[config.mk]
export PLATFORM = sky130hd
export DESIGN_NAME = sliding_window_max_core
export DESIGN_NICKNAME = d
export VERILOG_FILES = /design/src/rtl/swm_pkg.sv /design/src/rtl/swm_ram.sv /design/src/rtl/sliding_window_max_core.sv
export VERILOG_INCLUDE_DIRS = /design/src /design/src/rtl
export SDC_FILE = /design/constraint.sdc
export NUM_CORES = 2
export LEC_CHECK = 0
export ABC_AREA = 1
export BUFFER_PORTS_ARGS = -buffer_cell sky130_fd_sc_hd__buf_4
export CORE_MARGIN = 4
export CORE_UTILIZATION = 35
export DETAILED_ROUTE_END_ITERATION = 10
export PLACE_DENSITY_LB_ADDON = 0.1
export SETUP_SLACK_MARGIN = 0.4
export SLEW_MARGIN = 15
export SYNTH_ARGS = -nofsm -noshare
export SYNTH_HDL_FRONTEND = slang
export SYNTH_SLANG_ARGS = --single-unit
export TNS_END_PERCENT = 10
[constraint.sdc]
create_clock -name clk -period 11.8 [get_ports clk]
set_clock_uncertainty 0.15 [all_clocks]
set_input_delay 2.36 -clock clk [delete_from_list [all_inputs] [get_ports clk]]
set_output_delay 2.36 -clock clk [all_outputs]
set_load 0.02 [all_outputs]
[src/rtl/sliding_window_max_core_defines.svh]
// Assertion helpers used by the core RTL file.
`ifndef SLIDING_WINDOW_MAX_CORE_DEFINES_SVH
`define SLIDING_WINDOW_MAX_CORE_DEFINES_SVH

// Same-cycle implication, sampled on clk, off during rst.
`define SWM_ASSERT_IMP(lbl, ante, cons, msg) \
  lbl: assert property (@(posedge clk) disable iff (rst) (ante) |-> (cons)) else $error(msg);

// Next-cycle implication, sampled on clk, off during rst.
`define SWM_ASSERT_NXT(lbl, ante, cons, msg) \
  lbl: assert property (@(posedge clk) disable iff (rst) (ante) |=> (cons)) else $error(msg);

`endif

[src/rtl/swm_pkg.sv]
`timescale 1ns / 1ps
package swm_pkg;

  localparam int WINDOW_MAX = 64;
  localparam int DATA_WIDTH = 32;
  localparam int SIZE_W     = 7;
  localparam int AW         = $clog2(WINDOW_MAX);
  localparam int CW         = AW + 1;

  typedef logic signed [DATA_WIDTH-1:0] data_t;
  typedef logic [AW-1:0]                addr_t;
  typedef logic [CW-1:0]                cnt_t;
  typedef logic [SIZE_W-1:0]            size_t;

  typedef enum logic [4:0] {
    S_IDLE  = 5'b00001,
    S_FRONT = 5'b00010,
    S_POP   = 5'b00100,
    S_PUSH  = 5'b01000,
    S_OUT   = 5'b10000
  } state_t;

endpackage

[src/rtl/swm_ram.sv]
`timescale 1ns / 1ps
module swm_ram #(
  parameter int DEPTH = 64,
  parameter int WIDTH = 32
) (
  input  logic                     clk,
  input  logic                     we,
  input  logic [$clog2(DEPTH)-1:0] waddr,
  input  logic [WIDTH-1:0]         wdata,
  input  logic                     re,
  input  logic [$clog2(DEPTH)-1:0] raddr,
  output logic [WIDTH-1:0]         rdata
);

  logic [WIDTH-1:0] mem [DEPTH];

  always_ff @(posedge clk) begin
    if (we) begin
      mem[waddr] <= wdata;
    end
  end

  always_ff @(posedge clk) begin
    if (re) begin
      rdata <= mem[raddr];
    end
  end

endmodule

[src/rtl/sliding_window_max_core.sv]
`timescale 1ns / 1ps
// Flow: an accepted sample steps through S_FRONT, then S_POP for its back compares (entries popped,
// plus one unless the queue runs empty), then S_PUSH, and S_OUT when a result is due.
// A new sample is taken only in S_IDLE, once the last one is done; the back compares run one
// after another on the single read port of the candidate memory. A stalled result holds input.
// Reset: synchronous, clears queue, ring pointer, sample count and result valid;
// window_size returns to 3. Memories are not cleared.
`include "sliding_window_max_core_defines.svh"
module sliding_window_max_core (
  input  logic                  clk,
  input  logic                  rst,
  input  logic                  cfg_we,
  input  logic [6:0]            cfg_wdata,
  input  logic                  sample_valid,
  output logic                  sample_ready,
  input  logic signed [31:0]    sample,
  input  logic                  frame_start,
  output logic                  result_valid,
  input  logic                  result_ready,
  output logic signed [31:0]    window_max
);
  import swm_pkg::*;

  state_t state, state_next;
  size_t  win_size;
  data_t  x;
  addr_t  head, head_next;
  cnt_t   count, count_next;
  addr_t  ptr;
  cnt_t   seen;
  logic   front_is_x;
  logic   res_valid;
  data_t  res_data;

  logic   accept;
  logic   size_bad;
  addr_t  head_eff, ptr_eff;
  cnt_t   count_eff, seen_eff;
  logic   cand_re, cand_we, ring_re, ring_we;
  addr_t  cand_raddr, cand_waddr, ring_raddr;
  data_t  cand_rd, ring_rd;
  logic   drop, gt, full, out_free;
  cnt_t   seen_new;
  logic   has_result;

  assign sample_ready = (state == S_IDLE);
  assign accept       = sample_valid && sample_ready;
  assign size_bad     = (win_size == '0) || (int'(win_size) > WINDOW_MAX);
  assign out_free     = !res_valid || result_ready;
  assign result_valid = res_valid;
  assign window_max   = res_data;

  assign head_eff  = frame_start ? '0 : head;
  assign count_eff = frame_start ? '0 : count;
  assign ptr_eff   = frame_start ? '0 : ptr;
  assign seen_eff  = frame_start ? '0 : seen;

  assign drop = (CW'(seen) >= CW'(win_size)) && (count != '0) && (cand_rd == ring_rd);
  assign gt   = (x > cand_rd);
  assign full = (int'(count) >= WINDOW_MAX);
  assign seen_new   = (CW'(seen) < CW'(win_size)) ? CW'(seen + CW'(1)) : seen;
  assign has_result = (CW'(seen_new) >= CW'(win_size));

  assign ring_re    = accept && !size_bad;
  assign ring_raddr = AW'(ptr_eff - win_size[AW-1:0]);
  assign ring_we    = (state == S_PUSH);
  assign cand_waddr = AW'(head_next + count_next[AW-1:0]);
  assign cand_we    = (state == S_PUSH);

  always_comb begin
    state_next = state;
    head_next  = head;
    count_next = count;
    cand_re    = 1'b0;
    cand_raddr = head;
    unique case (state)
      S_IDLE: begin
        cand_raddr = head_eff;
        if (accept) begin
          head_next  = head_eff;
          count_next = count_eff;
          if (!size_bad) begin
            cand_re    = 1'b1;
            state_next = S_FRONT;
          end
        end
      end
      S_FRONT: begin
        head_next  = AW'(head + AW'(drop));
        count_next = CW'(count - CW'(drop));
        cand_raddr = AW'(head_next + count_next[AW-1:0] - AW'(1));
        if (count_next != '0) begin
          cand_re    = 1'b1;
          state_next = S_POP;
        end else begin
          state_next = S_PUSH;
        end
      end
      S_POP: begin
        if (gt) begin
          count_next = CW'(count - CW'(1));
          cand_raddr = AW'(head + count_next[AW-1:0] - AW'(1));
          if (count_next != '0) begin
            cand_re = 1'b1;
          end else begin
            state_next = S_PUSH;
          end
        end else begin
          state_next = S_PUSH;
        end
      end
      S_PUSH: begin
        head_next  = AW'(head + AW'(full));
        count_next = CW'(count - CW'(full));
        cand_raddr = head_next;
        cand_re    = has_result;
        state_next = has_result ? S_OUT : S_IDLE;
      end
      S_OUT: begin
        if (out_free) begin
          state_next = S_IDLE;
        end
      end
      default: begin
        state_next = S_IDLE;
      end
    endcase
  end

  always_ff @(posedge clk) begin
    if (rst) begin
      state      <= S_IDLE;
      win_size   <= SIZE_W'(3);
      head       <= '0;
      count      <= '0;
      ptr        <= '0;
      seen       <= '0;
      res_valid  <= 1'b0;
      front_is_x <= 1'b0;
    end else begin
      state <= state_next;
      head  <= head_next;
      if (cfg_we) begin
        win_size <= cfg_wdata;
      end
      if (state == S_PUSH) begin
        count      <= CW'(count_next + CW'(1));
        front_is_x <= (count_next == '0);
        ptr        <= AW'(ptr + AW'(1));
        seen       <= seen_new;
      end else begin
        count <= count_next;
      end
      if (accept) begin
        ptr  <= ptr_eff;
        seen <= seen_eff;
      end
      if (state == S_OUT && out_free) begin
        res_valid <= 1'b1;
      end else if (result_ready) begin
        res_valid <= 1'b0;
      end
    end
  end

  always_ff @(posedge clk) begin
    if (accept) begin
      x <= sample;
    end
    if (state == S_OUT && out_free) begin
      res_data <= front_is_x ? x : cand_rd;
    end
  end

  swm_ram #(
    .DEPTH (WINDOW_MAX),
    .WIDTH (DATA_WIDTH)
  ) u_cand_ram (
    .clk   (clk),
    .we    (cand_we),
    .waddr (cand_waddr),
    .wdata (x),
    .re    (cand_re),
    .raddr (cand_raddr),
    .rdata (cand_rd)
  );

  swm_ram #(
    .DEPTH (WINDOW_MAX),
    .WIDTH (DATA_WIDTH)
  ) u_ring_ram (
    .clk   (clk),
    .we    (ring_we),
    .waddr (ptr),
    .wdata (x),
    .re    (ring_re),
    .raddr (ring_raddr),
    .rdata (ring_rd)
  );

  `SWM_ASSERT_IMP(a_count_bound, 1'b1, int'(count) <= WINDOW_MAX, "candidate count over depth")
  `SWM_ASSERT_IMP(a_pop_nonempty, state == S_POP, count != '0, "pop on empty queue")
  `SWM_ASSERT_NXT(a_out_load, state == S_OUT && out_free, result_valid, "result beat not loaded")
  `SWM_ASSERT_NXT(a_push_grows, state == S_PUSH, count != '0, "queue empty after push")

endmodule

==> Yosys cells after proc, flatten, opt, wreduce, memory -nomap -nowiden <==
Memories as Yosys holds them, arrays and structs flattened. A register that Yosys moved wholly into a read port is not among the register bits.
Index checks and enable logic that the tools add are counted.
{ "classes": {"add_sub_neg": 14, "order_cmp": 6, "eq_ne": 11, "mux": 36, "reduce_logical": 18} }
{ "ops": {"columns": ["op", "n"], "rows": [
  ["7-bit two-way mux", 8],
  ["6-bit two-way mux", 6],
  ["32-bit == test", 1],
  ["32-bit greater-than comparator", 1],
  ["32-bit two-way mux", 1],
  ["5-bit two-way mux", 6],
  ["7-bit case mux with 4 select lines", 1],
  ["5-bit case mux with 5 select lines", 1],
  ["6-bit case mux with 4 select lines", 1],
  ["7-bit nonzero test", 3],
  ["6-bit adder", 3],
  ["6-bit case mux with 3 select lines", 1],
  ["7-bit by 1-bit adder with 7-bit output (second input constant)", 2],
  ["7-bit greater-or-equal comparator", 2],
  ["7-bit zero test", 2],
  ["7-bit by 1-bit subtractor with 7-bit output", 2],
  ["6-bit by 1-bit adder with 6-bit output", 2],
  ["6-bit by 1-bit subtractor with 6-bit output (second input constant)", 2],
  ["1-bit two-way mux", 9],
  ["7-bit greater-or-equal comparator (second input constant)", 1],
  ["7-bit greater-than comparator (second input constant)", 1],
  ["7-bit less-than comparator", 1],
  ["7-bit by 1-bit subtractor with 7-bit output (second input constant)", 1],
  ["6-bit by 1-bit adder with 6-bit output (second input constant)", 1],
  ["other kinds (17)", 26]
]} }
{ "totals": {"reg_bits": 104, "mem_bits_rw": 4096, "input_bits": 45, "out_inout_bits": 34, "elab_cells": 97, "memories": 2} }
{ "memory_table": {"columns": ["name", "depth", "word_bits", "read_ports", "rd_clocked_by_memory_dff", "wr", "line", "text"], "rows": [
  ["u_cand_ram.mem", 64, 32, 1, 1, 1, "swm_ram.sv:15", "logic [WIDTH-1:0] mem [DEPTH];"],
  ["u_ring_ram.mem", 64, 32, 1, 1, 1, "swm_ram.sv:15", null]
]} }

==> Depth between registers and ports, before layout <==
{ "logic_depth": {"ltp_word": 7, "mapped_depth": 33, "ltp_nobuf": 32} }

==> Modules after synthesis <==
Synthesis repeated with hierarchy kept, for this count alone.
{ "unflattened": {"cells_unflattened": 14475, "area_unflattened_um2": 173800.4} }
{ "modules_own_cells": {"columns": ["module", "n_inst", "cells_each", "area_per_inst_um2"], "rows": [
  ["swm_ram", 2, 6769, 83058.4],
  ["sliding_window_max_core", 1, 937, 7683.6]
]} }

==> Worst setup path before layout <==
OpenSTA, ideal clock, no wires.
{ "synth_timing": {"path_type": "input -> register", "start": "input port sample_valid", "end": "memory u_cand_ram.mem[32][0] (enable)", "t_arrival_ns": 7.738, "setup_slack_ns": 3.491, "stages": 21, "n_path_buf": 0, "cell_sequence": "inv_1 -> nor2_1 -> inv_2 -> nor2_1 -> nor2_1 -> inv_2 -> o221a_2 -> nand3_1 -> o21ai_0 -> inv_1 -> ha_1 -> inv_1 -> o21bai_1 -> a21o_1 -> a21oi_1 -> xor2_1 -> xnor2_1 -> inv_1 -> nor2_1 -> nand2_1 -> nor2_1"} }
{ "synth_via": {"elab_chain_len": 4, "word_cells_on_any_way": 6, "classes_between": "1 x add/sub; 4 x mux; 1 x reduce/logical"} }
{ "synth_lines": {"columns": ["item", "line", "text"], "rows": [
  ["start, declared", "sliding_window_max_core.sv:14", "input logic sample_valid,"],
  ["1-bit logical AND *", "sliding_window_max_core.sv:47", "assign accept = sample_valid && sample_ready;"],
  ["named net accept", "sliding_window_max_core.sv:35", "logic accept;"],
  ["7-bit two-way mux or 6-bit two-way mux (tied branches)", "sliding_window_max_core.sv:79", "if (accept) begin"],
  ["7-bit case mux with 4 select lines or 6-bit case mux with 3 select lines (tied branches)", "sliding_window_max_core.sv:76", "unique case (state)"],
  ["6-bit adder *", "sliding_window_max_core.sv:67", "assign cand_waddr = AW'(head_next + count_next[AW-1:0]);"],
  ["end, declared", "swm_ram.sv:15", null]
]} }
The timed path passes the listed nets; every way through them passes the cells marked *.

==> Worst setup path in the final report <==
{ "layout_timing": {"start": "register x[8]", "end": "memory u_cand_ram.mem[60][29] (enable)"} }
{ "layout_via": {"elab_chain_len": 4} }
{ "layout_lines": {"columns": ["item", "line", "text"], "rows": [
  ["start, declared", "sliding_window_max_core.sv:26", "data_t x;"],
  ["start signal, assigned", "sliding_window_max_core.sv:168", "x <= sample;"],
  ["32-bit greater-than comparator", "sliding_window_max_core.sv:59", "assign gt = (x > cand_rd);"],
  ["7-bit two-way mux", "sliding_window_max_core.sv:100", "if (gt) begin"],
  ["7-bit case mux with 4 select lines", "sliding_window_max_core.sv:76", null],
  ["6-bit adder", "sliding_window_max_core.sv:67", null]
]} }
Every way passes these cells.

==> qor.csv <==
stage;metric;value;unit
run_status;outcome;finished clean;
timing;maxSlewViolCount;0;
global_routing;grt_max_degree;163;
timing;worst_pin_slew;1342;ps
route;route.vias.total;116286;
critical_path;crit_arrival;8520;ps
critical_path;cp-end-kind;flip-flop;
power;swShare;33.10;%
placed_design;dp_hpwl;337100;um
power;ir_worst_vdd;148.5;uV
clocking;clk_pin_slew;60;ps
floorplan;coreArea;509100;um2
cells_and_area;synthToLayoutAreaGrowth;13.04;%
route;drcViolationCount;0;
power;seq_power_share;42.5;%
floorplan;io_pins;79;
cells_and_area;fillCellCount;48316;
power;power.switching;0.01336;W
critical_path;startpoint_type;flip-flop;
synth;yosys_warnings;0;
route;viasPerCell;5.363;
min_path;min_path_type;flip-flop to flip-flop;
cells_and_area;mostFrequentLayoutCells;edfxtp_1 (4,224), nand3_1 (2,229), nand2_1 (2,139);
placed_design;port_buffers;78;
route;routedWlPerCell;28.23;um
critical_path;crit_type;flip-flop to flip-flop;
clocking;cts_inserted_buffers;468;
global_routing;antenna_found_initial;53;
timing;finalCritPeriodShare;68.17;%
synth;synthFlopType;edfxtp_1;
synth;seq_area_frac_synth;71.37;%
clocking;numClockSinks;4264;
critical_path;slowest_delay;1120;ps
cells_and_area;final_common_cell;edfxtp_1;
synth;syn_area;178800;um2
route;first_iter_violations;13057;
synth;syn_avg_cell_area;12.15;um2
floorplan;dieArea;522500;um2
timing;period_minus_slack;8044;ps
placed_design;place_congestion;0.8781;
route;drt-total-wl;612100;um
route;firstDrtPassIters;8;
power;p_clk_share;34.6;%
timing;max_slew_margin;9.900;%
synth;synth_enable_flop_cells;4224;
critical_path;crit_path_frequent_cell;nand2_1;
global_routing;grt_pass1_vias;108730;
critical_path;critPathSlowestCell;nor2_4;
global_routing;grt_overflow;0;
power;p_comb_share;22.9;%
synth;syn_inst;14718;
synth;synth_cell_types;53;
timing;final-setup-viol-count;0;
cells_and_area;finish.net_count;14688;
power;p_leak;70.60;nW
power;powerDensity;199.7;nW/um2
clocking;cts_tree;done;
clocking;cts.path.max_buffers;4;
cells_and_area;drive_above_1_share;9.390;%
floorplan;fp.dieH;722.8;um
timing;max_freq;124.3;MHz
clocking;insertion_delay;1050;ps
synth;async_reset_ff_share;0;%
synth;ys_seq_elements;4264;
clocking;cts_setup_buffers;0;
global_routing;grt_usage;22.75;%
timing;whs;357.9;ps
clocking;ctsHoldBuffers;0;
timing;final.setup.tns;0;ps
clocking;cts_resized;0;
job;cap_viol_max_count;0;
critical_path;crit_required;12270;ps
clocking;htree_num_levels;5;
critical_path;cp_max_fo;130;
clocking;root_buffer;clkbuf_16;
floorplan;fp.dieW;722.8;um
floorplan;start_util;35.13;%
timing;rsz0062_at_grt;false;
route;ant_nets;0;
floorplan;rows;262;
global_routing;grt_first_pass_wirelength;856000;um
power;p_int;0.02700;W
timing;final_hold_viol_count;0;
synth;syn_nets;14854;
[worst paths after layout]
path	cells past startpoint	slack (ps)	start	end
worst max register to register	28	3760	x[8]	u_cand_ram.mem[60][29]
worst max-delay path	28	3760	x[8]	u_cand_ram.mem[60][29]
worst min-delay path	2	360	seen[5]	seen[5]
worst min register to register	2	360	seen[5]	seen[5]
[cell type report]
class                   instances  area [um2]  area share, %
inverters                     935        3533          1.748
flip-flops and latches       4264      127600          63.14
multi-input cells            8522       44700          22.11
clock buffers                 578       12240          6.054
repair buffers                361        3538          1.750
clock inverters               271        2039          1.009
diodes                         19       47.55        0.02352
well taps                    6732        8423          4.167
[through the flow]
step	setup WS (ps)	area, um2	std cells	total power [W]	util [%]
2_1_floorplan	3491	178800	14718	0.02266	-
4_1_cts	3694	202000	21658	0.04068	39.68
6_report	3756	202200	21682	0.04036	39.71
3_5_place_dp	2946	187700	20809	0.02671	36.87
3_3_place_gp	2915	187700	20809	0.02673	36.87
5_1_grt	3232	202100	21667	0.04193	39.70
[Yosys cell counts, types with 33 or more instances]
master / instances / area (um2)
a21oi_1: 66 / 330.3
buf_1: 129 / 484.2
buf_2: 273 / 1366
clkbuf_1: 570 / 2140
dfxtp_1: 40 / 800.8
edfxtp_1: 4224 / 126800
ha_1: 87 / 1089
inv_1: 922 / 3461
mux2_2: 256 / 2883
nand2_1: 2147 / 8059
nand3_1: 2230 / 11160
nand3b_1: 384 / 2883
nor2_1: 1868 / 7012
o21a_1: 40 / 300.3
o21ai_0: 713 / 3568
o221ai_1: 34 / 297.8
o22ai_1: 37 / 231.5
o32ai_1: 513 / 4493
xor2_1: 33 / 289.0
[power by group through the flow]
stage,Sequential [W],Clock [W],Combinational (W)
finish,0.0172,0.0140,0.00923
CTS,0.0172,0.0143,0.00924
global route,0.0172,0.0149,0.00988
floorplan,0.0177,0,0.00497
detailed placement,0.0175,0,0.00922
global placement,0.0175,0,0.00925
[kinds of logic after synthesis]
group           count (synthesis)  share of synthesized area [%]
simple gates                 6677                          16.46
flops                        4264                          71.37
buf+inv                      1932                          4.300
compound gates               1439                          5.318
mux                           256                          1.612
fa+ha+maj                      91                         0.6534
xor+xnor                       59                         0.2889
[critical path: cells and delay by family, from the launching register on]
kind | cells | cell delay, ps
buffers and inverters | 5 | 1550
xor gates and xnor gates | 2 | 660
adders and majority gates | 2 | 630
AOI/OAI and AO/OA | 5 | 800
DFF | 1 | 380
and+or+nand+nor | 14 | 3360
[metal layers]
metal | wire length (um) | GRT usage [%]
met5 | 41 | 0
met4 | 20850 | 7.102
met3 | 37490 | 3.197
met2 | 277300 | 35.32
met1 | 276400 | 32.98
[flip-flops by register name, summed over array words and instances (netlist names)]
register / cells
win_size: 7
window_max: 32
head: 6
u_ring_ram.rdata: 32
count: 7
u_ring_ram.mem: 2048
state: 5
seen: 7
result_valid: 1
x: 32
u_cand_ram.rdata: 32
front_is_x: 1
u_cand_ram.mem: 2048
ptr: 6
Note: power is estimated with default switching activity, not from simulation.
